$ cat src/hw/rtl/bau_pkg.sv
// Shared types, constants and divider step functions of the BCD adjust unit.
package bau_pkg;

	// Opcodes of the input beat.
	typedef enum logic [2:0] {
		OP_AAA = 3'd0,
		OP_AAS = 3'd1,
		OP_DAA = 3'd2,
		OP_DAS = 3'd3,
		OP_AAM = 3'd4,
		OP_AAD = 3'd5
	} op_t;

	// Work class chosen by the front end.
	typedef enum logic [2:0] {
		KIND_ASCII_ADD,
		KIND_ASCII_SUB,
		KIND_DEC_ADD,
		KIND_DEC_SUB,
		KIND_DIV,
		KIND_MAC,
		KIND_DIV_ERR,
		KIND_NOP
	} kind_t;

	// Classified instruction as it sits in the queue.
	typedef struct packed {
		kind_t       kind;
		logic [7:0]  al;
		logic [7:0]  ah;
		logic        cf;
		logic        af;
		logic [7:0]  imm;
		logic        low_adj;
		logic        high_adj;
	} cls_t;

	// Payload carried through the execution pipeline.
	typedef struct packed {
		kind_t       kind;
		logic [7:0]  al;
		logic [7:0]  ah;
		logic        cf;
		logic        af;
		logic [7:0]  imm;
		logic [7:0]  prod;
		logic [15:0] rq;
	} pipe_t;

	localparam logic [15:0] ASCII_ADJ   = 16'h0106;
	localparam logic [7:0]  NIBBLE_MASK = 8'h0F;
	localparam logic [3:0]  DIGIT_MAX   = 4'd9;
	localparam logic [7:0]  BCD_MAX     = 8'h99;
	localparam logic [7:0]  LOW_ADJ     = 8'h06;
	localparam logic [7:0]  HIGH_ADJ    = 8'h60;

	// Four stages of two quotient bits each cover the 8-bit dividend.
	localparam int DIV_STEPS_PER_STAGE = 2;

	// One restoring division step. The upper byte holds the partial remainder,
	// the lower byte shifts the dividend out and the quotient in.
	function automatic logic [15:0] div_step(input logic [15:0] rq, input logic [7:0] d);
		logic [8:0]  r9;
		logic [8:0]  diff;
		logic [15:0] res;
		r9 = {rq[15:8], rq[7]};
		diff = r9 - {1'b0, d};
		if (!diff[8]) begin
			res = {diff[7:0], rq[6:0], 1'b1};
		end else begin
			res = {r9[7:0], rq[6:0], 1'b0};
		end
		return res;
	endfunction

	// The division work of one pipeline stage.
	function automatic logic [15:0] div_stage(input logic [15:0] rq, input logic [7:0] d);
		logic [15:0] r;
		r = rq;
		for (int i = 0; i < DIV_STEPS_PER_STAGE; i++) begin
			r = div_step(r, d);
		end
		return r;
	endfunction

endpackage

$ cat src/hw/rtl/bau_front.sv
// Front end: takes input beats, classifies the instruction and pushes it into the queue.
module bau_front (
	input  logic              in_valid,
	output logic              in_ready,
	input  logic [2:0]        op,
	input  logic [7:0]        al_in,
	input  logic [7:0]        ah_in,
	input  logic              cf_in,
	input  logic              af_in,
	input  logic [7:0]        imm,
	input  logic              q_full,
	output logic              q_push,
	output bau_pkg::cls_t     q_data
);

	assign in_ready = !q_full;
	assign q_push   = in_valid && !q_full;

	always_comb begin
		q_data.al       = al_in;
		q_data.ah       = ah_in;
		q_data.cf       = cf_in;
		q_data.af       = af_in;
		q_data.imm      = imm;
		q_data.low_adj  = (al_in[3:0] > bau_pkg::DIGIT_MAX) || af_in;
		q_data.high_adj = (al_in > bau_pkg::BCD_MAX) || cf_in;
		case (op)
			bau_pkg::OP_AAA: q_data.kind = bau_pkg::KIND_ASCII_ADD;
			bau_pkg::OP_AAS: q_data.kind = bau_pkg::KIND_ASCII_SUB;
			bau_pkg::OP_DAA: q_data.kind = bau_pkg::KIND_DEC_ADD;
			bau_pkg::OP_DAS: q_data.kind = bau_pkg::KIND_DEC_SUB;
			bau_pkg::OP_AAM: begin
				q_data.kind = (imm == 8'h00) ? bau_pkg::KIND_DIV_ERR : bau_pkg::KIND_DIV;
			end
			bau_pkg::OP_AAD: q_data.kind = bau_pkg::KIND_MAC;
			default:         q_data.kind = bau_pkg::KIND_NOP;
		endcase
	end

endmodule

$ cat src/hw/rtl/bau_queue.sv
// Short queue of classified instructions between the front end and the back end.
module bau_queue #(
	parameter int DEPTH = 4
) (
	input  logic          clk,
	input  logic          arst_n,
	input  logic          push,
	input  bau_pkg::cls_t wr_data,
	input  logic          pop,
	output bau_pkg::cls_t rd_data,
	output logic          full,
	output logic          not_empty
);

	localparam int AW = (DEPTH > 1) ? $clog2(DEPTH) : 1;
	localparam int CW = $clog2(DEPTH + 1);

	bau_pkg::cls_t  entry_q [DEPTH];
	logic [AW-1:0]  wr_ptr_q;
	logic [AW-1:0]  rd_ptr_q;
	logic [CW-1:0]  count_q;

	assign full      = (count_q == CW'(DEPTH));
	assign not_empty = (count_q != '0);
	assign rd_data   = entry_q[rd_ptr_q];

	always_ff @(posedge clk) begin
		if (push) begin
			entry_q[wr_ptr_q] <= wr_data;
		end
	end

	always_ff @(posedge clk or negedge arst_n) begin
		if (!arst_n) begin
			wr_ptr_q <= '0;
			rd_ptr_q <= '0;
			count_q  <= '0;
		end else begin
			if (push) begin
				wr_ptr_q <= (wr_ptr_q == AW'(DEPTH - 1)) ? '0 : wr_ptr_q + 1'b1;
			end
			if (pop) begin
				rd_ptr_q <= (rd_ptr_q == AW'(DEPTH - 1)) ? '0 : rd_ptr_q + 1'b1;
			end
			case ({push, pop})
				2'b10:   count_q <= count_q + 1'b1;
				2'b01:   count_q <= count_q - 1'b1;
				default: count_q <= count_q;
			endcase
		end
	end

`ifndef ASSERT_OFF
	a_count_bound: assert property (@(posedge clk) disable iff (!arst_n)
		count_q <= CW'(DEPTH))
		else $error("queue count exceeds its depth");
	a_no_overflow: assert property (@(posedge clk) disable iff (!arst_n)
		full |-> !push)
		else $error("push into a full queue");
	a_no_underflow: assert property (@(posedge clk) disable iff (!arst_n)
		!not_empty |-> !pop)
		else $error("pop from an empty queue");
`endif

endmodule

$ cat src/hw/rtl/bau_back.sv
// Back end: executes the classified instruction in a stalling pipeline with output register.
module bau_back (
	input  logic          clk,
	input  logic          arst_n,
	input  logic          q_valid,
	input  bau_pkg::cls_t q_data,
	output logic          q_pop,
	output logic          out_valid,
	input  logic          out_ready,
	output logic [7:0]    al_out,
	output logic [7:0]    ah_out,
	output logic          cf_out,
	output logic          af_out,
	output logic          pf_out,
	output logic          zf_out,
	output logic          sf_out,
	output logic          szp_valid,
	output logic          divide_error
);

	logic           adv;
	bau_pkg::pipe_t st1_d;
	bau_pkg::pipe_t st2_d;
	bau_pkg::pipe_t st3_d;
	bau_pkg::pipe_t st4_d;
	bau_pkg::pipe_t pipe_s1;
	bau_pkg::pipe_t pipe_s2;
	bau_pkg::pipe_t pipe_s3;
	bau_pkg::pipe_t pipe_s4;
	logic           valid_s1;
	logic           valid_s2;
	logic           valid_s3;
	logic           valid_s4;
	logic [15:0]    ax;
	logic [15:0]    prod_full;
	logic [7:0]     dec_adj;
	logic [7:0]     al_fin;
	logic [7:0]     ah_fin;
	logic           szp;
	logic           out_valid_q;
	logic [7:0]     al_q;
	logic [7:0]     ah_q;
	logic           cf_q;
	logic           af_q;
	logic           pf_q;
	logic           zf_q;
	logic           sf_q;
	logic           szp_valid_q;
	logic           divide_error_q;

	// The whole pipeline moves together whenever the output register can take a beat.
	assign adv   = !out_valid_q || out_ready;
	assign q_pop = adv && q_valid;

	// First stage: ASCII and packed adjust, AAD product, first division bits.
	always_comb begin
		ax        = {q_data.ah, q_data.al} + bau_pkg::ASCII_ADJ;
		prod_full = q_data.ah * q_data.imm;
		dec_adj   = (q_data.low_adj ? bau_pkg::LOW_ADJ : 8'h00)
		          | (q_data.high_adj ? bau_pkg::HIGH_ADJ : 8'h00);
		st1_d.kind = q_data.kind;
		st1_d.al   = q_data.al;
		st1_d.ah   = q_data.ah;
		st1_d.cf   = q_data.cf;
		st1_d.af   = q_data.af;
		st1_d.imm  = q_data.imm;
		st1_d.prod = prod_full[7:0];
		st1_d.rq   = bau_pkg::div_stage({8'h00, q_data.al}, q_data.imm);
		case (q_data.kind)
			bau_pkg::KIND_ASCII_ADD: begin
				if (q_data.low_adj) begin
					st1_d.al = ax[7:0] & bau_pkg::NIBBLE_MASK;
					st1_d.ah = ax[15:8];
				end else begin
					st1_d.al = q_data.al & bau_pkg::NIBBLE_MASK;
				end
				st1_d.cf = q_data.low_adj;
				st1_d.af = q_data.low_adj;
			end
			bau_pkg::KIND_ASCII_SUB: begin
				if (q_data.low_adj) begin
					st1_d.al = (q_data.al - bau_pkg::LOW_ADJ) & bau_pkg::NIBBLE_MASK;
					st1_d.ah = q_data.ah - 8'd1;
				end else begin
					st1_d.al = q_data.al & bau_pkg::NIBBLE_MASK;
				end
				st1_d.cf = q_data.low_adj;
				st1_d.af = q_data.low_adj;
			end
			bau_pkg::KIND_DEC_ADD: begin
				// Both corrections add to AL modulo 256, so they merge into one add.
				st1_d.al = q_data.al + dec_adj;
				st1_d.cf = q_data.high_adj;
				st1_d.af = q_data.low_adj;
			end
			bau_pkg::KIND_DEC_SUB: begin
				st1_d.al = q_data.al - dec_adj;
				st1_d.cf = q_data.high_adj;
				st1_d.af = q_data.low_adj;
			end
			bau_pkg::KIND_MAC: begin
				st1_d.ah = 8'h00;
			end
			default: begin
			end
		endcase
	end

	// Second stage: AAD sum after the registered product, next division bits.
	always_comb begin
		st2_d    = pipe_s1;
		st2_d.rq = bau_pkg::div_stage(pipe_s1.rq, pipe_s1.imm);
		if (pipe_s1.kind == bau_pkg::KIND_MAC) begin
			st2_d.al = pipe_s1.al + pipe_s1.prod;
		end
	end

	// Third and fourth stages only carry on the division.
	always_comb begin
		st3_d    = pipe_s2;
		st3_d.rq = bau_pkg::div_stage(pipe_s2.rq, pipe_s2.imm);
		st4_d    = pipe_s3;
		st4_d.rq = bau_pkg::div_stage(pipe_s3.rq, pipe_s3.imm);
	end

	always_comb begin
		al_fin = (pipe_s4.kind == bau_pkg::KIND_DIV) ? pipe_s4.rq[15:8] : pipe_s4.al;
		ah_fin = (pipe_s4.kind == bau_pkg::KIND_DIV) ? pipe_s4.rq[7:0] : pipe_s4.ah;
		szp    = (pipe_s4.kind == bau_pkg::KIND_DEC_ADD) || (pipe_s4.kind == bau_pkg::KIND_DEC_SUB)
		      || (pipe_s4.kind == bau_pkg::KIND_DIV) || (pipe_s4.kind == bau_pkg::KIND_MAC);
	end

	always_ff @(posedge clk) begin
		if (adv) begin
			pipe_s1        <= st1_d;
			pipe_s2        <= st2_d;
			pipe_s3        <= st3_d;
			pipe_s4        <= st4_d;
			al_q           <= al_fin;
			ah_q           <= ah_fin;
			cf_q           <= pipe_s4.cf;
			af_q           <= pipe_s4.af;
			pf_q           <= szp && !(^al_fin);
			zf_q           <= szp && (al_fin == 8'h00);
			sf_q           <= szp && al_fin[7];
			szp_valid_q    <= szp;
			divide_error_q <= (pipe_s4.kind == bau_pkg::KIND_DIV_ERR);
		end
	end

	always_ff @(posedge clk or negedge arst_n) begin
		if (!arst_n) begin
			valid_s1    <= 1'b0;
			valid_s2    <= 1'b0;
			valid_s3    <= 1'b0;
			valid_s4    <= 1'b0;
			out_valid_q <= 1'b0;
		end else if (adv) begin
			valid_s1    <= q_pop;
			valid_s2    <= valid_s1;
			valid_s3    <= valid_s2;
			valid_s4    <= valid_s3;
			out_valid_q <= valid_s4;
		end
	end

	assign out_valid    = out_valid_q;
	assign al_out       = al_q;
	assign ah_out       = ah_q;
	assign cf_out       = cf_q;
	assign af_out       = af_q;
	assign pf_out       = pf_q;
	assign zf_out       = zf_q;
	assign sf_out       = sf_q;
	assign szp_valid    = szp_valid_q;
	assign divide_error = divide_error_q;

`ifndef ASSERT_OFF
	a_div_remainder: assert property (@(posedge clk) disable iff (!arst_n)
		valid_s4 && (pipe_s4.kind == bau_pkg::KIND_DIV) |-> (pipe_s4.rq[15:8] < pipe_s4.imm))
		else $error("AAM remainder not below the base");
	a_ascii_nibble: assert property (@(posedge clk) disable iff (!arst_n)
		adv && valid_s4 && ((pipe_s4.kind == bau_pkg::KIND_ASCII_ADD)
		|| (pipe_s4.kind == bau_pkg::KIND_ASCII_SUB)) |=> (al_q[7:4] == 4'h0))
		else $error("AAA or AAS result has a high nibble");
	a_err_excl: assert property (@(posedge clk) disable iff (!arst_n)
		out_valid_q |-> !(divide_error_q && szp_valid_q))
		else $error("divide error beat also writes PF, ZF and SF");
`endif

endmodule

$ cat src/hw/rtl/bcd_adjust_unit_core.sv
// Top level of the decimal-adjust unit: front end, instruction queue and execution back end.
//
// Input channel: in_valid/in_ready carry one beat per instruction (op, al_in, ah_in,
// cf_in, af_in, imm). Output channel: out_valid/out_ready carry one result beat per
// instruction, in order, with AL, AH, the flags, szp_valid and divide_error.
// The front end classifies each beat and pushes it into a queue of QUEUE_DEPTH entries;
// in_ready is high whenever that queue has room.
// The back end pops the queue into a five-register pipeline: the first stage does the
// ASCII and packed BCD adjusts and the AAD product, stages one to four each resolve two
// quotient bits of the AAM division, and the last register is the output register.
// An accepted input beat goes through the queue, the pipeline registers and the output register.
// Throughput is one instruction per cycle for every opcode when nothing stalls; the
// pipelined divider and the registered 8x8 product set the stage count.
// When the receiver holds out_ready low with a result pending, the whole back-end pipeline
// freezes while the front end keeps filling the queue; in_ready drops once it is full.
// Asynchronous reset empties the queue and clears every valid flag; no result beat is
// pending after reset and the unit keeps no architectural state.
module bcd_adjust_unit_core #(
	parameter int QUEUE_DEPTH = 4
) (
	input  logic       clk,
	input  logic       arst_n,
	input  logic       in_valid,
	output logic       in_ready,
	input  logic [2:0] op,
	input  logic [7:0] al_in,
	input  logic [7:0] ah_in,
	input  logic       cf_in,
	input  logic       af_in,
	input  logic [7:0] imm,
	output logic       out_valid,
	input  logic       out_ready,
	output logic [7:0] al_out,
	output logic [7:0] ah_out,
	output logic       cf_out,
	output logic       af_out,
	output logic       pf_out,
	output logic       zf_out,
	output logic       sf_out,
	output logic       szp_valid,
	output logic       divide_error
);

	// Queue handshake between the two halves.
	logic          q_full;
	logic          q_push;
	logic          q_pop;
	logic          q_not_empty;
	bau_pkg::cls_t q_wr_data;
	bau_pkg::cls_t q_rd_data;

	// Classification happens in the same cycle the beat is accepted.
	bau_front u_front (
		.in_valid (in_valid),
		.in_ready (in_ready),
		.op       (op),
		.al_in    (al_in),
		.ah_in    (ah_in),
		.cf_in    (cf_in),
		.af_in    (af_in),
		.imm      (imm),
		.q_full   (q_full),
		.q_push   (q_push),
		.q_data   (q_wr_data)
	);

	// The queue decouples input acceptance from output stalls.
	bau_queue #(
		.DEPTH (QUEUE_DEPTH)
	) u_queue (
		.clk       (clk),
		.arst_n    (arst_n),
		.push      (q_push),
		.wr_data   (q_wr_data),
		.pop       (q_pop),
		.rd_data   (q_rd_data),
		.full      (q_full),
		.not_empty (q_not_empty)
	);

	// Execution pipeline and output register.
	bau_back u_back (
		.clk          (clk),
		.arst_n       (arst_n),
		.q_valid      (q_not_empty),
		.q_data       (q_rd_data),
		.q_pop        (q_pop),
		.out_valid    (out_valid),
		.out_ready    (out_ready),
		.al_out       (al_out),
		.ah_out       (ah_out),
		.cf_out       (cf_out),
		.af_out       (af_out),
		.pf_out       (pf_out),
		.zf_out       (zf_out),
		.sf_out       (sf_out),
		.szp_valid    (szp_valid),
		.divide_error (divide_error)
	);

endmodule
$ cat config.mk
export PLATFORM = sky130hd
export DESIGN_NAME = bcd_adjust_unit_core
export DESIGN_NICKNAME = d
export VERILOG_FILES = /design/src/hw/rtl/bau_pkg.sv /design/src/hw/rtl/bau_front.sv /design/src/hw/rtl/bau_queue.sv /design/src/hw/rtl/bau_back.sv /design/src/hw/rtl/bcd_adjust_unit_core.sv
export SDC_FILE = /design/constraint.sdc
export NUM_CORES = 1
export LEC_CHECK = 0
export BUFFER_PORTS_ARGS = -buffer_cell sky130_fd_sc_hd__clkbuf_2
export CORE_ASPECT_RATIO = 1.5
export CORE_MARGIN = 1
export CORE_UTILIZATION = 43
export CTS_CLUSTER_DIAMETER = 200
export CTS_CLUSTER_SIZE = 10
export DETAILED_ROUTE_END_ITERATION = 8
export PLACE_DENSITY = 0.69
export SLEW_MARGIN = 20
export SYNTH_ARGS = -nofsm -noshare
export SYNTH_HDL_FRONTEND = slang
export SYNTH_SLANG_ARGS = --single-unit
$ cat constraint.sdc
create_clock -name clk -period 23.6 [get_ports clk]
set_input_delay 1.18 -clock clk [delete_from_list [all_inputs] [get_ports clk]]
set_output_delay 1.18 -clock clk [all_outputs]
set_load 0.05 [all_outputs]
==> results of run 1 <==
metal layers:
| metal | part of all wire (%) | GRT usage (%) |
|---|---|---|
| met1 | 38 | 17.1 |
| met2 | 56 | 31.8 |
| met3 | 3.0 | 2.24 |
| met4 | 2.8 | 6.21 |
| met5 | 0 | 0 |
worst max-delay path: cells and delay by family, from the launching register on:
family / cells / cell delay (ns)
AO/OA/AOI/OAI: 8 / 1.97
adder cells (fa/ha/maj): 3 / 0.84
buffers and inverters: 4 / 0.68
AND/OR/NAND/NOR: 3 / 0.48
flip-flops: 1 / 0.41
XOR/XNOR: 1 / 0.40
multiplexers: 1 / 0.35
cells in the mapped netlist (5+ instances only):
| cell | instances | area share [%] |
|---|---|---|
| xnor2_1 | 57 | 2.9 |
| mux2i_1 | 22 | 1.3 |
| inv_1 | 114 | 2.5 |
| edfxtp_1 | 327 | 58 |
| nor2_1 | 60 | 1.3 |
| or3_1 | 5 | 0.18 |
| nand3_1 | 5 | 0.15 |
| o221ai_1 | 6 | 0.31 |
| nand2_1 | 72 | 1.6 |
| mux4_2 | 30 | 4.0 |
| nor3_1 | 20 | 0.59 |
| nand2b_1 | 13 | 0.48 |
| fa_1 | 21 | 2.5 |
| o21a_1 | 10 | 0.44 |
| xor2_1 | 22 | 1.1 |
| a211oi_1 | 10 | 0.44 |
| nor2b_1 | 16 | 0.59 |
| dfrtp_1 | 12 | 1.8 |
| nand3b_1 | 6 | 0.26 |
| clkbuf_1 | 16 | 0.35 |
| and3_1 | 9 | 0.33 |
| and2_1 | 12 | 0.44 |
| o21ai_0 | 48 | 1.4 |
| mux2_2 | 40 | 2.6 |
| nand4_1 | 5 | 0.18 |
| ha_1 | 105 | 7.7 |
| a21o_1 | 21 | 0.93 |
| a21oi_1 | 49 | 1.4 |
| o21bai_1 | 9 | 0.40 |
how the worst max path moves through the flow:
stage	cells after the start	startpoint	endpoint	slack [ns]
4_1_cts	20	u_back.pipe_s3[7]	u_back.pipe_s4[15]	18.30
6_report	20	u_back.pipe_s3[7]	u_back.pipe_s4[15]	18.22
3_3_place_gp	20	u_back.pipe_s3[7]	u_back.pipe_s4[15]	18.47
3_5_place_dp	20	u_back.pipe_s3[7]	u_back.pipe_s4[15]	18.32
2_1_floorplan	10	out_ready	u_queue.count_q[2]	14.82
5_1_grt	20	u_back.pipe_s3[7]	u_back.pipe_s4[15]	17.94
cells by family after synthesis:
kind of cell | Yosys count | synth area share, %
buffers and inverters | 142 | 3.35
adders and majority gates | 128 | 10.3
and+or+nand+nor | 244 | 7.21
AOI/OAI and AO/OA | 198 | 7.51
DFF | 339 | 59.4
xor gates and xnor gates | 80 | 4.16
muxes | 94 | 8.04
other | 1 | 0.0220
cells in the final DEF, fill, tap and decap left out, types with 30 or more instances in the layout:
| cell | instances |
|---|---|
| xnor2_1 | 57 |
| o21ai_0 | 48 |
| clkbuf_16 | 40 |
| clkbuf_2 | 57 |
| nand2_1 | 72 |
| inv_1 | 114 |
| nor2_1 | 60 |
| ha_1 | 105 |
| edfxtp_1 | 327 |
| a21oi_1 | 49 |
| mux4_2 | 30 |
| mux2_2 | 40 |
stage by stage:
stage	hold WS (ns)	utilization, %	instances
after floorplan	0.400	-	1228
after global placement	0.402	46.2	1766
after detailed placement	0.405	46.2	1766
after CTS	0.410	49.0	1822
after global routing	0.419	49.0	1822
final	0.408	49.0	1822
registers in the layout, summed over array words and instances, names as in the netlist, 2 cells and up:
name / flops
u_queue.count_q: 3
u_back.pipe_s1: 53
u_back.pipe_s2: 45
u_queue.rd_ptr_q: 2
u_queue.entry_q: 124
u_back.ah_out: 8
u_back.al_out: 8
u_back.pipe_s3: 45
u_queue.wr_ptr_q: 2
u_back.pipe_s4: 37
area by class of cell:
cell class | instances | area [um^2] | area share [%]
Sequential cell | 339 | 10100 | 53.3
Multi-Input combinational cell | 747 | 6360 | 33.5
Clock buffer | 54 | 1050 | 5.55
Tap cell | 495 | 619 | 3.26
Inverter | 117 | 439 | 2.31
Timing Repair Buffer | 68 | 368 | 1.94
Clock inverter | 2 | 25.0 | 0.132
==> metrics.md, run 1 <==
| Metric | Value |
|---|---|
| Worst rel slew slack | 35.1% |
| Number of flops mapped to enable cells by yosys | 327 |
| Global-route wire length before repair | 51,000 um |
| Wire per inst | 17.3 um |
| Ports | 58 |
| Hold wc startpoint | u_back.pipe_s3[44] |
| Die extent in y | 246 um |
| CTS max path bufs | 3 |
| Setup bufs post-CTS | 0 |
| Port buffer count | 57 |
| CP Class | reg2reg |
| Post-cts sizing count | 0 |
| Fillcell total | 3,357 |
| Clock sinks | 339 |
| HP Class | reg2reg |
| Area Growth Syn to Fin | 11.5% |
| Clock slew at reported path FFs | 0.05 ns |
| RSZ-0062 raised after global routing | no |
| Number of global-route vias before repair | 10,068 |
| Die width | 165 um |
| Crit path DAT | 5.64 ns |
| Total Routed Length | 31,600 um |
| Initial Util | 43.9% |
| Dpl hpwl | 22,900 um |
| Post-route ant nets | 0 |
| CTS root buf | clkbuf_16 |
| Max Cap Viol | 0 |
| Layout cells sized above 1 | 15.0% |
| Register area share after synthesis | 59.4% |
| Gr usage total | 16.3% |
| DR vias/cell | 5.33 |
| Worst setup margin | 18.22 ns |
| Crit path max fanout | 13 |
| Reg2Reg Depth | 20 |
| Async set-reset flop share out of synthesis | 3.54% |
| Main synth FF type | edfxtp_1 |
| CTS tree | done |
| Diode count | 0 |
| Core area | 38,800 um^2 |
| Worst Max-Slew Pin Slew | 0.974 ns |
| Worst Clk Skew | 0.0216 ns |
| Endpoints failing setup | 0 |
| Setup slack, reg-to-reg | 18.22 ns |
| RR Startpoint | u_back.pipe_s3[7] |
| First drt pass iteration count | 5 |
| Non-Filler Cell Area, Final | 19,000 um^2 |
| Iteration-0 DRC Markers | 493 |
| Critical-path cell list | inv_1 > ha_1 > inv_1 > fa_1 > a21o_1 > and4_1 > o21a_1 > o311a_1 > inv_1 > nor2_1 > a21oi_1 > fa_1 > a21oi_1 > o21ai_0 > o22ai_1 > xnor2_1 > nand2b_1 > o21ai_1 > inv_1 > mux2_2 |
| Status | complete, no violations |
| Count of warnings emitted by yosys | 0 |
| Row cnt | 88 |
| Cell count after synthesis | 1,226 |
| Worst hold path depth | 0 |
| # hold bufs at CTS | 0 |
| Reg2reg end | u_back.pipe_s4[15] |
| Slowest cell on crit path | o311a_1 |
| Placer congestion estimate | 0.886 |
| CTS Buf Count | 39 |
| Crit share post-route | 22.8% |
| Final min period | 5.38 ns |
| Placed instance area | 17,900 um^2 |
| Mapped cell area | 17,000 um^2 |
| Die area | 40,400 um^2 |
| Slew Limit Fails | 0 |
| Synth unique cells | 79 |
| Fmax | 186 MHz |
| Synth Area per Inst | 13.9 um^2 |
| Hold path endpoint | u_back.pipe_s4[44] |
| Req. time, crit path | 23.87 ns |
| Initial antenna violation count | 0 |
| DRC errors left | 0 |
| # nets final | 1,471 |
| Crit. End Element | flop |
| Final Hold Viols | 0 |
| Most Frequent Cell on Critical Path | inv_1 |
| Setup_tns | 0 ns |
| Htree depth | 2 |
| Flops & latches, synth | 339 |
| Via count | 9,713 |
| Largest net degree at the start of global routing | 80 |
| Setup WS pre-CTS | 18.32 ns |
| Clock Latency Late Sink | 0.53 ns |
| Worst setup SP type | flop |
| Highest cell delay on the worst timing path | 0.47 ns |
| Remaining Overflow, GRT | 0 |
Power of run 1 is left out: the tool's default activity adds up to more than one toggle a clock period on the data nets, which glitch-free logic cannot reach.
==> run 2: changes to the inputs <==
--- a/config.mk
+++ b/config.mk
@@ -5,6 +5,7 @@
 export SDC_FILE = /design/constraint.sdc
 export NUM_CORES = 1
 export LEC_CHECK = 0
+export ABC_AREA = 1
 export BUFFER_PORTS_ARGS = -buffer_cell sky130_fd_sc_hd__clkbuf_2
 export CORE_ASPECT_RATIO = 1.5
 export CORE_MARGIN = 1
==> constraint.sdc (replaced) <==
create_clock -name clk -period 5.3 [get_ports clk]
set_input_delay 0.265 -clock clk [delete_from_list [all_inputs] [get_ports clk]]
set_output_delay 0.265 -clock clk [all_outputs]
set_load 0.05 [all_outputs]
==> metrics.md, run 2 <==
| Metric | Value |
|---|---|
| Status | complete, no violations |
| Most frequent cells in the layout | nand2_1, edfxtp_1, inv_1 |
| Main synth FF type | edfxtp_1 |
| Worst Max-Slew Pin Slew | 1.07 ns |
| Port buffer count | 57 |
| Endpoints failing setup | 0 |
| Largest reg by FF count | u_queue.entry_q |
| Async set-reset flop share out of synthesis | 3.54% |
| Worst Clk Skew | 0.0175 ns |
| Worst setup SP type | flop |
| Worst rel slew slack | 28.9% |
| Cell count after synthesis | 1,699 |
| Crit path max fanout | 57 |
| CTS tree | done |
| Global-route wire length before repair | 57,300 um |
| Fillcell total | 3,669 |
| Slowest cell on crit path | fa_1 |
| Final min period | 4.80 ns |
| Register area share after synthesis | 56.5% |
| Fmax | 208 MHz |
| Crit path DAT | 5.10 ns |
| Max Cap Viol | 0 |
| Via count | 11,809 |
| Total Routed Length | 35,200 um |
| Clock Latency Late Sink | 0.55 ns |
| Iteration-0 DRC Markers | 655 |
| DRC errors left | 0 |
| Layout cells sized above 1 | 10.8% |
| Reg2Reg Depth | 24 |
| Clock sinks | 339 |
| Gr usage total | 17.0% |
| Wire per inst | 14.8 um |
| Placer congestion estimate | 0.873 |
| Critical-path cell list | buf_6 > nand2_1 > nand3_1 > nand2_1 > inv_1 > nand2_1 > fa_1 > inv_1 > ha_1 > inv_1 > fa_1 > fa_1 > inv_1 > ha_1 > a21oi_1 > inv_1 > nand2_1 > nand2_1 > xnor2_1 > nand2_1 > nand2_1 > inv_1 > nand2_1 > nand2_1 |
| Core area | 41,100 um^2 |
| Post-route ant nets | 0 |
| Synth Area in Adders | 9.69% |
| CP Class | reg2reg |
| Synth Area in Compound Gates | 6.84% |
| Ranking of synthesized cells by area | edfxtp_1, nand2_1, ha_1 |
| Commonest cells in the netlist | nand2_1, edfxtp_1, inv_1 |
| Most Frequent Cell on Critical Path | nand2_1 |
| Setup_tns | 0 ns |
| RSZ-0062 raised after global routing | no |
| Largest net degree at the start of global routing | 155 |
| Post-Synth XOR/XNOR Area | 3.03% |
| Dpl hpwl | 25,700 um |
| CTS Buf Count | 39 |
| Number of global-route vias before repair | 11,721 |
| CTS max path bufs | 3 |
| Count of warnings emitted by yosys | 0 |
| Die area | 42,500 um^2 |
| Synth Area per Inst | 10.5 um^2 |
| First drt pass iteration count | 5 |
| DR vias/cell | 4.96 |
| Post-synth top area share | 54.9% |
| Highest cell delay on the worst timing path | 0.55 ns |
| Row cnt | 91 |
| Worst hold path depth | 1 |
| Die width | 169 um |
| Flops & latches, synth | 339 |
| Mapped cell area | 17,900 um^2 |
| HP Class | in2reg |
| Htree depth | 2 |
| Slew Limit Fails | 0 |
| Largest regs | u_queue.entry_q (124), u_back.pipe_s1 (53) |
| Crit. End Element | flop |
| Commonest non-fill, non-tap cell in the layout | nand2_1 |
| Multi-input gate area in the final layout | 6710 um^2 |
| Cell taking the most area after synthesis | edfxtp_1 |
| Clock slew at reported path FFs | 0.06 ns |
| # nets final | 1,967 |
| Synth Area in Simple Gates | 17.8% |
| Die extent in y | 252 um |
| Diode count | 0 |
| Crit share post-route | 90.6% |
| Number of flops mapped to enable cells by yosys | 327 |
| Synth unique cells | 58 |
| CTS root buf | clkbuf_16 |
| Most numerous cell in the Yosys netlist | nand2_1 |
| Max reg flops | 124 |
| Ports | 58 |
| Req. time, crit path | 5.60 ns |
| Remaining Overflow, GRT | 0 |
| Initial Util | 43.5% |
| Setup bufs post-CTS | 0 |
| FF/Latch Area | 10,100 um^2 |
| Final Hold Viols | 0 |
| Area Growth Syn to Fin | 12.3% |
| Post-synthesis mux area share | 0% |
| Initial antenna violation count | 0 |
| Main combinational cell family by area after synthesis | simple AND/OR/NAND/NOR gates |
[run 2: cell types whose count changed in the layout (fill, tap and decap cells not counted), sizes merged, moves of 22 or more]
cell	delta
nand2	+363
nand3	+127
inv	+103
mux2	-42
nor2	+42
xnor2	-38
mux4	-30
a21oi	+29
dlygate4sd3	+27
mux2i	-22
[run 2: layout make-up]
cell class                      instances  share of cell area [%]
Sequential cell                       339                    50.3
Multi-Input combinational cell       1112                    33.4
Clock buffer                           53                    5.12
Inverter                              220                    4.21
Tap cell                              558                    3.47
Timing Repair Buffer                   96                    3.23
Clock inverter                          3                   0.261
[run 2: worst max-delay path: cells and delay by family (launching register included)]
| family | cells | cell delay, ns |
|---|---|---|
| AOI/OAI and AO/OA | 1 | 0.20 |
| xor gates and xnor gates | 1 | 0.16 |
| buffers and inverters | 7 | 0.83 |
| adders and majority gates | 5 | 2.16 |
| DFF | 1 | 0.41 |
| and+or+nand+nor | 10 | 0.79 |
[run 2: path summary, 6_finish.rpt]
check	startpoint	endpoint	slack, ns
hold reg to reg	u_back.pipe_s2[37]	u_back.pipe_s3[37]	0.41
min in group asynchronous	arst_n	u_queue.wr_ptr_q[1]	0.18
hold / removal	op[2]	u_queue.entry_q[1][30]	0.03
setup reg to reg	u_queue.rd_ptr_q[0]	u_back.pipe_s1[23]	0.50
max in group asynchronous	arst_n	u_back.valid_s3	4.87
setup / recovery	u_queue.rd_ptr_q[0]	u_back.pipe_s1[23]	0.50
[run 2: timing repair]
action                                  CTS  global route
resized for setup                         0             3
hold buffers                             27             0
endpoints found under the setup margin    0             1
hold endpoints to repair                116             0
[run 2: cells by family (layout without fill, tap and decap cells)]
logic type,count (synthesis),count (layout)
simple gates,714,714
xor+xnor,62,62
compound gates,207,207
flops,339,339
buf+inv,250,372
fa+ha+maj,126,126
other cells,1,3
[run 2: layer usage]
layer	part of all wire, %	GRT usage, %	vias to the layer above	wire (um)
met5	0	0	-	0
met2	54	32.5	212	18800
met1	39	18.3	5527	13800
met3	3.1	2.24	86	1080
li1	-	-	5984	-
met4	4.1	8.00	0	1420
[run 2: per-stage QoR]
step	instances	setup WS (ns)	hold WS (ns)	util, %	instance area (um^2)
6_report	2381	0.500	0.0347	48.9	20100
5_1_grt	2381	0.0700	0.00844	48.9	20100
4_1_cts	2381	0.310	0.00893	48.9	20100
3_5_place_dp	2298	0.369	0.181	45.6	18700
3_3_place_gp	2298	0.445	0.170	45.6	18700
2_1_floorplan	1701	0.0274	-0.0306	-	17900
Power of run 2 is left out for the same reason.
